===== config.mk =====
export PLATFORM = sky130hd
export DESIGN_NAME = cau_div_step
export DESIGN_NICKNAME = d
export VERILOG_FILES = /design/src/rtl/cau_pkg.sv /design/src/rtl/cau_div_step.sv
export SDC_FILE = /design/constraint.sdc
export NUM_CORES = 1
export LEC_CHECK = 0
export BUFFER_PORTS_ARGS = -buffer_cell sky130_fd_sc_hd__buf_2
export CELL_PAD_IN_SITES_DETAIL_PLACEMENT = 0
export CELL_PAD_IN_SITES_GLOBAL_PLACEMENT = 1
export CORE_AREA = 2 2 309 311
export CTS_BUF_LIST = sky130_fd_sc_hd__clkbuf_8
export DETAILED_ROUTE_END_ITERATION = 10
export DIE_AREA = 0 0 311 313
export PLACE_DENSITY = 0.49
export REMOVE_ABC_BUFFERS = 1
export SYNTH_ARGS = -nofsm -noshare
export SYNTH_HDL_FRONTEND = slang
export SYNTH_SLANG_ARGS = --single-unit

===== constraint.sdc =====
create_clock -name i_clk -period 4.8 [get_ports i_clk]
set_clock_uncertainty 0.1 [all_clocks]
set_input_delay 0.96 -clock i_clk [delete_from_list [all_inputs] [get_ports i_clk]]
set_output_delay 0.96 -clock i_clk [all_outputs]
set_load 0.01 [all_outputs]

===== src/rtl/cau_pkg.sv =====
`default_nettype none

package cau_pkg;

    localparam int FRAC_BITS_DEF = 16;
    // quotient bits produced by the divider; anything at or above 2^QUO_BITS saturates
    localparam int QUO_BITS = 34;
    localparam int DEN_W    = 64;
    localparam logic [31:0] S32_MAX = 32'h7FFF_FFFF;
    localparam logic [31:0] S32_MIN = 32'h8000_0000;

    typedef enum logic [2:0] {
        OP_ADD = 3'd0,
        OP_SUB = 3'd1,
        OP_NEG = 3'd2,
        OP_MUL = 3'd3,
        OP_DIV = 3'd4
    } t_op;

    // sideband that rides along the divider chain
    typedef struct packed {
        logic        is_div;
        logic        dz;
        logic        big_re;
        logic        big_im;
        logic        neg_re;
        logic        neg_im;
        logic [31:0] lin_re;
        logic [31:0] lin_im;
        logic        lin_ovf;
    } t_side;

    // one restoring-division lane
    typedef struct packed {
        logic [DEN_W-1:0]    rem;
        logic [QUO_BITS-1:0] num;
        logic [QUO_BITS-1:0] quo;
    } t_lane;

endpackage

`default_nettype wire


===== src/rtl/cau_div_step.sv =====
`default_nettype none

module cau_div_step
    import cau_pkg::*;
(
    input  wire logic             i_clk,
    input  wire logic             i_rst_n,
    input  wire logic             i_en,
    input  wire logic             i_valid,
    input  wire t_side            i_side,
    input  wire logic [DEN_W-1:0] i_den,
    input  wire t_lane            i_lane_re,
    input  wire t_lane            i_lane_im,
    output logic                  o_valid,
    output t_side                 o_side,
    output logic [DEN_W-1:0]      o_den,
    output t_lane                 o_lane_re,
    output t_lane                 o_lane_im
);

    // one restoring step; remainder stays below den <= 2^63
    function automatic t_lane step(input t_lane l, input logic [DEN_W-1:0] den);
        t_lane            res;
        logic [DEN_W-1:0] t;
        t       = {l.rem[DEN_W-2:0], l.num[QUO_BITS-1]};
        res.num = {l.num[QUO_BITS-2:0], 1'b0};
        if (t >= den) begin
            res.rem = t - den;
            res.quo = {l.quo[QUO_BITS-2:0], 1'b1};
        end else begin
            res.rem = t;
            res.quo = {l.quo[QUO_BITS-2:0], 1'b0};
        end
        return res;
    endfunction

    always_ff @(posedge i_clk) begin
        if (!i_rst_n) begin
            o_valid <= 1'b0;
        end else if (i_en) begin
            o_valid <= i_valid;
        end
        if (i_en) begin
            o_side    <= i_side;
            o_den     <= i_den;
            o_lane_re <= step(i_lane_re, i_den);
            o_lane_im <= step(i_lane_im, i_den);
        end
    end

endmodule

`default_nettype wire


Yosys cells after proc, flatten, opt, wreduce, memory -nomap -nowiden
Cells that the tools add are included.
Widths: inputs -> output; s select.
{ "totals": {"ff_bits": 398, "inputBits": 403, "output_inout_bits": 400, "word_cells": 25} }
{ "op_classes": {"addsub": 2, "order_cmp": 2, "n_mux": 4} }
{ "ops": {"columns": ["op", "n"], "rows": [
  ["$ge 64x64->1", 2],
  ["$mux 64", 2],
  ["$sub 64x64->64", 2],
  ["$mux 1", 2]
]} }

Logic depth before layout (Yosys ltp)
Gate-level depths: netlist (run 1).
{ "depth": {"word_depth": 2, "depth_mapped": 15, "mapped_depth_nobuf": 13} }

Least setup slack after synthesis (run 1)
OpenSTA, ideal clock, no wires.
{ "synth_timing": {"path_type": "input to register", "start": "input port i_lane_re[67] (netlist name)", "end": "register o_lane_re[124] (netlist name) (data pin)", "setup_time_ns": 0.264, "t_arrival_ns": 3.618, "t_required_ns": 4.436, "path_slack_ns": 0.818, "stages": 14, "path_buffers": 2, "cell_sequence": "inv_1 > ha_1 > fa_1 > nand2b_1 > a21oi_1 > o21ai_1 > a2111oi_1 > nor3_1 > o31ai_1 > o211ai_2 > buf_6 > buf_4 > nor4b_1 > nor3_1"} }
{ "synth_via": {"elab_chain_len": 2, "word_cells_on_any_way": 3, "cone_classes": "add/sub (1); order compare (1); mux (1)"} }
{ "synth_rtl": {"columns": ["item", "line", "text"], "rows": [
  ["start: declaration", "cau_div_step.sv:12", "input wire t_lane i_lane_re,"],
  ["$sub 64x64->64 or $ge 64x64->1 (tied branches)", "cau_div_step.sv:28, cau_div_step.sv:27", null],
  ["$mux 64 (*)", "cau_div_step.sv:27", "if (t >= den) begin"],
  ["end signal: assignment", "cau_div_step.sv:46", "o_lane_re <= step(i_lane_re, i_den);"],
  ["end: declaration", "cau_div_step.sv:17", "output t_lane o_lane_re,"]
]} }
Every way passes the cells marked *; elsewhere a longest branch is shown, timed or not.
A chain may end at the register's enable or synchronous reset.

Final worst setup path (run 1)
{ "layout_timing": {"start": "input port i_den[20]", "end": "register o_lane_im[131] (netlist name) (data pin)"} }
{ "layout_via": {"elab_chain_len": 2, "word_cells_on_any_way": 3, "cone_classes": "add/sub (1); order compare (1); mux (1)"} }
{ "layout_rtl": {"columns": ["item", "line", "text"], "rows": [
  ["start: declaration", "cau_div_step.sv:11", "input wire logic [DEN_W-1:0] i_den,"],
  ["$sub 64x64->64 or $ge 64x64->1 (tied branches)", "cau_div_step.sv:28, cau_div_step.sv:27", null],
  ["$mux 64 (*)", "cau_div_step.sv:27", null],
  ["end signal: assignment", "cau_div_step.sv:47", "o_lane_im <= step(i_lane_im, i_den);"],
  ["end: declaration", "cau_div_step.sv:18", "output t_lane o_lane_im"]
]} }
Marked as above.

==> results of run 1 <==
layout by cell type, fill, tap and decap left out, types with 14 or more instances in the layout:
master	synthesis	layout
sky130_fd_sc_hd__nor3_1	36	36
sky130_fd_sc_hd__nand2b_1	20	20
sky130_fd_sc_hd__nand4_1	47	47
sky130_fd_sc_hd__o21ai_0	189	189
sky130_fd_sc_hd__buf_4	10	63
sky130_fd_sc_hd__inv_1	99	118
sky130_fd_sc_hd__ha_1	128	128
sky130_fd_sc_hd__a31oi_1	19	19
sky130_fd_sc_hd__nor2_1	83	83
sky130_fd_sc_hd__nand2_1	235	235
sky130_fd_sc_hd__nand3_1	25	25
sky130_fd_sc_hd__edfxtp_1	397	397
sky130_fd_sc_hd__o31ai_1	14	14
sky130_fd_sc_hd__xnor2_1	66	66
sky130_fd_sc_hd__xor2_1	47	47
sky130_fd_sc_hd__or3_1	15	15
sky130_fd_sc_hd__nor2b_1	16	16
sky130_fd_sc_hd__a21o_1	59	59
sky130_fd_sc_hd__o21bai_1	26	26
sky130_fd_sc_hd__buf_2	19	795
sky130_fd_sc_hd__a21oi_1	152	152
sky130_fd_sc_hd__clkbuf_8	0	78
cell type report:
type                       instances  area, um^2
clock buffer                      78        1070
clock inverter                    52         272
timing repair buffer             865        4590
multi-input combinational       1336        8620
fill                            9986       65700
tap                             1265        1580
inverter                         100         375
antenna                            9        22.5
sequential                       398       11900
cell families after synthesis:
kind of cell / count (synthesis) / share of synthesized area (%)
AND/OR/NAND/NOR: 513 / 11.1
other: 1 / 0.0176
flip-flops: 398 / 56.0
buffers and inverters: 183 / 3.66
XOR/XNOR: 113 / 4.64
multiplexers: 14 / 0.751
AO/OA/AOI/OAI: 564 / 16.1
adder cells (fa/ha/maj): 130 / 7.70
through the flow:
| step | util (%) | total power [mW] | instance area [um^2] | cells |
|---|---|---|---|---|
| after floorplan | - | 5.68 | 20900 | 1834 |
| after global placement | 28.8 | 6.91 | 27100 | 3964 |
| after detailed placement | 28.8 | 6.90 | 27100 | 3964 |
| after CTS | 30.2 | 10.1 | 28400 | 4094 |
| after global routing | 30.2 | 10.5 | 28500 | 4102 |
| final | 30.2 | 9.91 | 28500 | 4103 |
routing by layer:
layer | wire [um] | part of all wire (%)
met5 | 30 | 0.033
met4 | 2520 | 2.7
met3 | 5260 | 5.7
met2 | 46300 | 51
met1 | 37600 | 41
flip-flops by register name, indices dropped and copies added, names as in the netlist:
signal     cells
o_den         64
o_lane_im    131
o_lane_re    131
o_side        71
o_valid        1
power by group:
part / switching, mW / internal (mW) / total (mW)
registers: 0.100 / 4.25 / 4.35
logic: 1.51 / 0.942 / 2.45
clock network: 1.57 / 1.53 / 3.11
total: 3.19 / 6.73 / 9.91
path summary, 6_finish.rpt:
path	from	to	slack, ns	depth (start not counted)
min	i_lane_re[24]	o_lane_re[25]	0.34	1
max reg2reg	o_valid	o_valid	4.11	2
max	i_den[20]	o_lane_im[131]	0.78	14
min reg2reg	o_valid	o_valid	0.42	2
critical path, stage by stage:
cell,delay (ns)
sky130_fd_sc_hd__buf_2,0.13
sky130_fd_sc_hd__inv_1,0.11
sky130_fd_sc_hd__ha_1,0.41
sky130_fd_sc_hd__a21oi_1,0.36
sky130_fd_sc_hd__o21ai_0,0.24
sky130_fd_sc_hd__a211oi_1,0.30
sky130_fd_sc_hd__buf_4,0.17
sky130_fd_sc_hd__o21ai_1,0.09
sky130_fd_sc_hd__o311ai_1,0.45
sky130_fd_sc_hd__nand3_1,0.19
sky130_fd_sc_hd__nor3_2,0.36
sky130_fd_sc_hd__o21ai_0,0.17
sky130_fd_sc_hd__xor2_1,0.16
sky130_fd_sc_hd__mux2_2,0.26
==> results.md, run 1 <==
* Most numerous cell types in the synthesized netlist: sky130_fd_sc_hd__edfxtp_1 (397), sky130_fd_sc_hd__nand2_1 (235), sky130_fd_sc_hd__o21ai_0 (189), sky130_fd_sc_hd__a21oi_1 (152), sky130_fd_sc_hd__ha_1 (128)
* First-pass iteration count of the detailed router at 5
* Measured slew at the worst slew-check pin at 0.734 ns
* Dominant cell type by area after synthesis: sky130_fd_sc_hd__edfxtp_1
* Final Cycle Share at 83.7%
* DRC violations left at 0
* IR drop worst, VDD at 0.170 mV
* Avg Vias per Cell at 4.56
* Sequential area share after synthesis at roughly 56%
* Register bit total from synthesis at a little under 400
* Synth warnings at 0
* Count of max-cap constraint violations at 0
* Mean instance size in the synthesized netlist at ~11 um^2
* Post-synthesis cell type count at 78
* CTS Hold Buffers Added at 0
* Pin count of the biggest net entering global routing at 86
* Final GP Congestion at ~0.9
* Post-CTS clock slew at the launch and capture registers of the worst setup and hold paths at around 0.06 ns
* Global-route met3 utilization at around 3.8%
* CTS tree: yes
* Area of the core at 94,200 um^2
* Number of resized instances in the post-cts repair step at 0
* Fin crit period at 4.02 ns
* Clock buffer count from CTS at 77
* Most common cell in the netlist: sky130_fd_sc_hd__edfxtp_1
* Global-route met1 utilization at roughly 22%
* Max-slew headroom at 51.1%
* Highest-utilization routing layer at the global route stage: met2
* Depth of the CTS H-tree at 3
* Post-detailed-route wirelength per cell at 22.4 um
* Async set or reset register ratio after synthesis at 0%
* Number of nets with antenna violations after routing at 0
* Source-to-sink clock delay at the later pin of the worst-skew pair at 0.67 ns
* Global-route total usage across every layer at approximately 18%
* Fin. Hold Viols at 0
* Total Nets Final at 3,311
* Met2 track demand over resource in global routing at 32.3%
* Number of clock sinks seen by CTS at 398
* Most area-consuming cells after synthesis: sky130_fd_sc_hd__edfxtp_1 (56%), sky130_fd_sc_hd__ha_1 (7.5%), sky130_fd_sc_hd__o21ai_0 (4.4%), sky130_fd_sc_hd__nand2_1 (4.1%), sky130_fd_sc_hd__a21oi_1 (3.6%)
* Sum of negative setup slack at 0 ns
* Number of I/O pins at 803
* Die Outline Area at about 97,000 um^2
* Pre-CTS setup slack at 0.0581 ns
* Die Wd at 311 um
* Effective utilization at floorplan at between 20% and 30%
* Layout cell share with drive strength beyond 1 at around a third
* EDFF count, synth at 397
* Worst hold slack across all endpoints at 0.342 ns
* Setup-failing EPs final at 0
* Crit. End Element: flop
* First-pass GRT wire length at 130,000 um
* Slew Limit Fails at 0
* Routed Wire Length at 91,700 um
* Remaining global-route overflow at 0
* Lkg Pwr at 12.4 nW
* Total via count in the routed design at 18.7k
* Clock Root Buffer: sky130_fd_sc_hd__clkbuf_8
* Final Worst Setup Slack at 0.781 ns
* Startpoint type of the worst setup path: input port
* Post-synthesis cell area at 21,300 um^2
* Required time at the endpoint of the critical path at approximately 5.1 ns
* Path type of the worst min-delay path: input port to flop
* Area growth from synthesis to layout at 33.6%
* Setup Fix Bufs, Post-CTS at 0
* Largest fanout on the critical path at 6
* Crit path DAT at 4.36 ns
* Number of DRC markers after the initial detailed-route iteration at 1,240
* Share of the synthesized area in the top cell type at 55.9%
* Number of global-route vias before repair at 18.9k
* Timing-limited maximum frequency at 249 MHz
* Setup repair after global routing missed its margin: false
* Placement Rows at 113
* HPWL after detailed placement at ~76,000 um
* Outcome: complete, no violations
* Input/output buffers at 796
* Mapped Cells at 1,916
* Top_reg_cell synth: sky130_fd_sc_hd__edfxtp_1
* Startpoint-to-endpoint class of the critical path: input port to flop
* Maximum buffer depth of the clock tree at 3
* Power per cell area at ~350 nW/um^2
* Antenna violations before repair at 31
* Die boundary height at about 310 um
(Power assumes the default switching activity.)
==> inputs of run 2 (changes only) <==
==> constraint.sdc (replaced) <==
create_clock -name i_clk -period 4 [get_ports i_clk]
set_clock_uncertainty 0.1 [all_clocks]
set_input_delay 0.8 -clock i_clk [delete_from_list [all_inputs] [get_ports i_clk]]
set_output_delay 0.8 -clock i_clk [all_outputs]
set_load 0.01 [all_outputs]
==> results.md, run 2 (synthesis results as in run 1) <==
* Number of I/O pins at 803 (unchanged)
* Number of DRC markers after the initial detailed-route iteration at 1,170 (-5.6%)
* Sw Ratio at 30.9% (-1.2 points)
* Fin. Hold Viols at 0 (unchanged)
* Area growth from synthesis to layout at 46.8%
* Total Nets Final at 3,655 (+10%)
* Clock buffer count from CTS at 79 (+2.6%)
* Net Switching at 3.94 mW (+24%)
* Part of the power in registers at 41.0% (-2.9 points)
* Number of nets with antenna violations after routing at 0 (unchanged)
* Maximum buffer depth of the clock tree at 3 (unchanged)
* Final Cycle Share at between 90% and 100%
* Number of clock sinks seen by CTS at 398 (unchanged)
* Effective utilization at floorplan at 22.6% (unchanged)
* Pin count of the biggest net entering global routing at 93 (+8.1%)
* First-pass GRT wire length at 137,000 um (+4.8%)
* Routed Wire Length at 95,100 um (+3.6%)
* Total via count in the routed design at 19.8k (+6.1%)
* Start point of the worst hold path: i_lane_re[21]
* Worst path max stage delay at 0.42 ns (-0.03 ns)
* Setup-failing EPs final at 0 (unchanged)
* Setup repair after global routing missed its margin: false
* Max-slew headroom at 55.2% (+4.1 points)
* Leading cell types in the layout, fill and taps excluded: sky130_fd_sc_hd__buf_2 (795), sky130_fd_sc_hd__buf_4 (400), sky130_fd_sc_hd__edfxtp_1 (397)
* Input/output buffers at 796 (unchanged)
* Source-to-sink clock delay at the later pin of the worst-skew pair at 0.66 ns (about the same)
* Die boundary height at 313 um (unchanged)
* Die Wd at 311 um (unchanged)
* First element of the critical path: i_lane_re[67]
* Largest fanout on the critical path at 32 (+26)
* Placement Rows at 113 (unchanged)
* Lkg Pwr at 14.2 nW (+14%)
* Cell family with most CP delay: compound AO/OA/AOI/OAI gates
* Die Outline Area at 97,300 um^2 (unchanged)
* Internal Pwr Total at 8.81 mW (+31%)
* Fraction of the core area covered by cells at the end of the flow at 33.2% (+3.0 points)
* First-pass iteration count of the detailed router at 5 (unchanged)
* Crit. End Element: flop
* Post-detailed-route wirelength per cell at 21.4 um (-4.5%)
* Most common cell after layout, fill and taps aside: sky130_fd_sc_hd__buf_2
* CP max-delay cell: sky130_fd_sc_hd__a2111oi_1
* Slew Limit Fails at 0 (unchanged)
* Startpoint-to-endpoint class of the critical path: input port to flop
* Post-CTS clock slew at the launch and capture registers of the worst setup and hold paths at 0.07 ns (about the same)
* IR drop worst, VDD at 0.208 mV (+23%)
* Global-route total usage across every layer at 18.9% (+0.71 points)
* DRC violations left at 0 (unchanged)
* Remaining global-route overflow at 0 (unchanged)
* Area of the core at 94,200 um^2 (unchanged)
* Number of global-route vias before repair at 20.5k (+8.4%)
* Depth of the CTS H-tree at 3 (unchanged)
* Cells traversed along the worst timing path: buf_2 > inv_1 > ha_1 > fa_1 > nand2b_1 > a21oi_1 > o21ai_1 > a2111oi_1 > buf_4 > nor3_1 > o31ai_1 > buf_4 > o211ai_4 > buf_12 > nor4b_1 > nor3_1
* Placed Instances at 4,306 (+8.6%)
* Clock Root Buffer: sky130_fd_sc_hd__clkbuf_8
* Top flop regs: o_lane_im (131), o_lane_re (131), o_side (71)
* Critical path buffer and inverter count at 5 (+2)
* Measured slew at the worst slew-check pin at 0.666 ns (-0.0678 ns)
* Antenna violations before repair at 33 (+6.5%)
* Crit path DAT at 4.09 ns (-0.27 ns)
* Fin crit period at 3.76 ns
* Count of max-cap constraint violations at 0 (unchanged)
* HPWL after detailed placement at 79,700 um (+4.4%)
* Outcome: complete, no violations
* Power per cell area at 408 nW/um^2 (+17%)
* Setup Fix Bufs, Post-CTS at 0 (unchanged)
* Worst flop-to-flop path startpoint: o_valid
* Layout cell share with drive strength beyond 1 at 42.0% (+6.9 points)
* Path type of the worst min-delay path: input port to flop
* Avg Vias per Cell at 4.46 (-2.2%)
* Fraction of power consumed by the clock network at 32.6% (+1.3 points)
* Final GP Congestion at 0.901 (-1.1%)
* Required time at the endpoint of the critical path at 4.32 ns (-0.82 ns)
* Share of power burned in combinational logic at 26.4% (+1.6 points)
* CTS tree: yes
* Startpoint type of the worst setup path: input port
* Final Instance Count excl. Fillers at 4,450 (+8.5%)
* Timing-limited maximum frequency at about 270 MHz
* Number of filler instances in the final layout at 9,822 (-1.6%)
-- run 2: cell count changes in the layout (fill, tap and decap cells not counted), moves of 2 or more --
cell,delta
sky130_fd_sc_hd__buf_4,+337
sky130_fd_sc_hd__clkinv_2,-7
sky130_fd_sc_hd__bufinv_16,+6
sky130_fd_sc_hd__buf_12,+5
sky130_fd_sc_hd__clkinv_1,+5
sky130_fd_sc_hd__inv_1,+5
sky130_fd_sc_hd__diode_2,-4
sky130_fd_sc_hd__clkinvlp_4,-2
-- run 2: final cells by class --
class                      instances  area (um^2)  area share (%)
inverter                         100          375            1.20
clock inverter                    60          448            1.43
clock buffer                      79         1090            3.47
sequential                       398        11900            38.2
tap                             1265         1580            5.06
timing repair buffer            1207         7220            23.1
multi-input combinational       1336         8630            27.6
antenna                            5         12.5          0.0400
-- run 2: path summary, 6_finish.rpt --
path | to | slack [ns] | cells past startpoint
max reg2reg | o_valid | 3.30 | 2
max | o_lane_re[128] | 0.24 | 16
min | o_lane_re[22] | 0.18 | 1
min reg2reg | o_valid | 0.44 | 2
-- run 2: per-layer routing --
metal	GRT usage, %	part of all wire (%)	vias up
met2	33.2	50	674
met5	0	0.075	-
li1	-	-	9567
met1	23.0	41	9422
met4	6.16	2.9	10
met3	4.05	5.7	155
-- run 2: through the flow --
step           worst slack, ns  area [um^2]  setup TNS (ns)  hold slack [ns]  total power, mW
3_3_place_gp            -0.644        29700          -41.32            0.394             8.71
3_5_place_dp            -0.630        29700          -42.78            0.426             8.71
4_1_cts                  0.158        31300               0           0.0678             13.0
5_1_grt                 0.0734        31300               0            0.103             13.5
6_report                 0.238        31300               0            0.181             12.8
2_1_floorplan            -1.60        20900         -131.00            0.438             6.82
-- run 2: power groups by stage --
stage,registers (mW),logic [mW],clock network [mW]
4_1_cts,5.24,3.41,4.34
3_3_place_gp,5.32,3.39,0
2_1_floorplan,5.53,1.29,0
5_1_grt,5.27,3.69,4.52
3_5_place_dp,5.32,3.39,0
6_report,5.23,3.37,4.16
-- run 2: repair_timing --
| item | in CTS | in global routing |
|---|---|---|
| hold buffers | 0 | 0 |
| resized for setup | 0 | 2 |
| endpoints found under the setup margin | 0 | 2 |
==> inputs of run 3 (changes only) <==
--- a/config.mk
+++ b/config.mk
@@ -12,7 +12,7 @@
 export CTS_BUF_LIST = sky130_fd_sc_hd__clkbuf_8
 export DETAILED_ROUTE_END_ITERATION = 10
 export DIE_AREA = 0 0 311 313
-export PLACE_DENSITY = 0.49
+export PLACE_DENSITY = 0.5
 export REMOVE_ABC_BUFFERS = 1
 export SYNTH_ARGS = -nofsm -noshare
 export SYNTH_HDL_FRONTEND = slang
==> results.md, run 3 (synthesis results as in run 1) <==
* Global-route met3 utilization at 3.82% (-0.23 points)
* Number of DRC markers after the initial detailed-route iteration at 1,274 (+8.9%)
* Startpoint-to-endpoint class of the critical path: input port to flop
* Start point of the worst hold path: i_lane_re[55]
* Global-route total usage across every layer at 18.9% (about the same)
* Endpoint of the most critical register-to-register path: o_valid
* Number of cells on the worst reg-to-reg path at 2 (unchanged)
* Pin count of the biggest net entering global routing at 80 (-14%)
* Most common cell after layout, fill and taps aside: sky130_fd_sc_hd__buf_2
* Die Outline Area at 97,300 um^2 (unchanged)
* Number of nets with antenna violations after routing at 0 (unchanged)
* Path type of the worst min-delay path: input port to flop
* Count of max-cap constraint violations at 0 (unchanged)
* Routed Wire Length at 95,300 um (+0.26%)
* Measured slew at the worst slew-check pin at 0.830 ns (+0.164 ns)
* Effective utilization at floorplan at 22.6% (unchanged)
* Total via count in the routed design at 19.8k (-0.015%)
* First-pass iteration count of the detailed router at 5 (unchanged)
* Required time at the endpoint of the critical path at 4.34 ns (+0.02 ns)
* Crit path DAT at 4.21 ns (+0.12 ns)
* Most repeated library cell on the critical path: sky130_fd_sc_hd__buf_4
* Die Wd at 311 um (unchanged)
* Cells traversed along the worst timing path: buf_2 > inv_1 > buf_4 > ha_1 > buf_4 > nand2_1 > nor2_1 > a211oi_1 > o31ai_1 > buf_4 > o311ai_1 > nand3_1 > nor3_2 > o21ai_0 > xor2_1 > mux2_2
* Number of clock sinks seen by CTS at 398 (unchanged)
* Worst path max stage delay at 0.65 ns (+0.23 ns)
* Power per cell area at 411 nW/um^2 (+0.77%)
* Top flop regs: o_lane_im (131), o_lane_re (131), o_side (71)
* Slew Limit Fails at 0 (unchanged)
* Setup-failing EPs final at 0 (unchanged)
* Number of global-route vias before repair at 20.4k (-0.63%)
* Final GP Congestion at 0.891 (-1.2%)
* Area growth from synthesis to layout at 46.9%
* Startpoint type of the worst setup path: input port
* CP max-delay cell: sky130_fd_sc_hd__o311ai_1
* Depth of the CTS H-tree at 3 (unchanged)
* Maximum buffer depth of the clock tree at 3 (unchanged)
* Timing-limited maximum frequency at 259 MHz (-2.6%)
* Die boundary height at 313 um (unchanged)
* Post-detailed-route wirelength per cell at 21.4 um (about the same)
* Hold worst-path end: o_lane_re[56]
* Slack of the worst reg-to-reg path at 3.31 ns (about the same)
* Lkg Pwr at 14.2 nW (about the same)
* Setup repair after global routing missed its margin: false
* Highest-utilization routing layer at the global route stage: met2
* Global-route met1 utilization at 23.6% (+0.63 points)
* CTS tree: yes
* Setup Fix Bufs, Post-CTS at 0 (unchanged)
* Clock Root Buffer: sky130_fd_sc_hd__clkbuf_8
* Number of I/O pins at 803 (unchanged)
* Input/output buffers at 796 (unchanged)
* Max-slew headroom at 44.7% (-11 points)
* Fin. Hold Viols at 0 (unchanged)
* Clock buffer count from CTS at 79 (unchanged)
* CTS Hold Buffers Added at 0 (unchanged)
* Final Cycle Share at 96.5% (+2.5 points)
* DRC violations left at 0 (unchanged)
* HPWL after detailed placement at 79,800 um (+0.17%)
* Fin crit period at 3.86 ns (+0.0995 ns)
* Worst flop-to-flop path startpoint: o_valid
* Largest fanout on the critical path at 4 (-88%)
* Outcome: complete, no violations
* Layout cell share with drive strength beyond 1 at 42.0% (about the same)
* Hold Crit Depth at 1 (unchanged)
* Remaining global-route overflow at 0 (unchanged)
* Total Nets Final at 3,655 (unchanged)
* Antenna violations before repair at 30 (-9.1%)
* IR drop worst, VDD at 0.194 mV (-6.8%)
* First-pass GRT wire length at 137,000 um (about the same)
* Worst hold slack across all endpoints at 0.153 ns (-0.0285 ns)
* Met2 track demand over resource in global routing at 33.1% (-0.14 points)
* Post-CTS clock slew at the launch and capture registers of the worst setup and hold paths at 0.06 ns (about the same)
* Area of the core at 94,200 um^2 (unchanged)
* Number of resized instances in the post-cts repair step at 0 (unchanged)
* Leading cell types in the layout, fill and taps excluded: sky130_fd_sc_hd__buf_2 (795), sky130_fd_sc_hd__buf_4 (401), sky130_fd_sc_hd__edfxtp_1 (397)
* Crit. End Element: flop
* Sum of negative setup slack at 0 ns (unchanged)
* Avg Vias per Cell at 4.45 (-0.19%)
* Source-to-sink clock delay at the later pin of the worst-skew pair at 0.68 ns (+0.02 ns)
* Placement Rows at 113 (unchanged)
run 3: cell count changes in the layout (fill, tap and decap cells not counted), sizes merged:
cell | before | now
diode | 5 | 10
clkinvlp | 0 | 4
clkinv | 25 | 28
inv | 129 | 125
run 3: where the power goes:
group / switching (mW) / internal, mW
combinational: 1.91 / 1.45
sequential: 0.126 / 5.10
clock: 2.01 / 2.27
run 3: worst max-delay path by stage:
stage,from,endpoint,slack (ns),depth (start not counted)
floorplan,i_den[9],o_lane_im[129],-1.60,12
global placement,i_den[8],o_lane_im[131],-0.62,15
detailed placement,i_den[9],o_lane_im[131],-0.60,16
CTS,i_den[9],o_lane_im[131],0.18,16
global route,i_den[7],o_lane_re[124],0.01,15
finish,i_den[9],o_lane_im[131],0.14,16
run 3: stage by stage:
| step | utilization, % | instances | area [um^2] | total power, mW | setup WS [ns] |
|---|---|---|---|---|---|
| floorplan | - | 1834 | 20900 | 6.82 | -1.60 |
| global placement | 31.6 | 4306 | 29700 | 8.71 | -0.623 |
| detailed placement | 31.6 | 4306 | 29700 | 8.70 | -0.599 |
| CTS | 33.2 | 4448 | 31300 | 13.1 | 0.178 |
| global route | 33.3 | 4456 | 31300 | 13.6 | 0.0122 |
| finish | 33.3 | 4458 | 31300 | 12.9 | 0.138 |
run 3: layout make-up:
cell class	instances	area (um^2)
Clock buffer	79	1090
Clock inverter	63	492
Sequential cell	398	11900
Fill cell	9790	62800
Multi-Input combinational cell	1336	8620
Timing Repair Buffer	1207	7200
Antenna cell	10	25.0
Inverter	100	375
Tap cell	1265	1580
run 3: critical path: cells and delay by family:
family,cells,cell delay [ns]
buffers and inverters,5,0.68
xor gates and xnor gates,1,0.15
and+or+nand+nor,4,0.69
adders and majority gates,1,0.32
AOI/OAI and AO/OA,4,1.28
muxes,1,0.27
run 3: per-layer routing:
metal  wire length, um  up-vias
li1                  -     9557
met1             40800     9469
met2             47200      634
met3              4910      151
met4              2300       14
met5                92        -
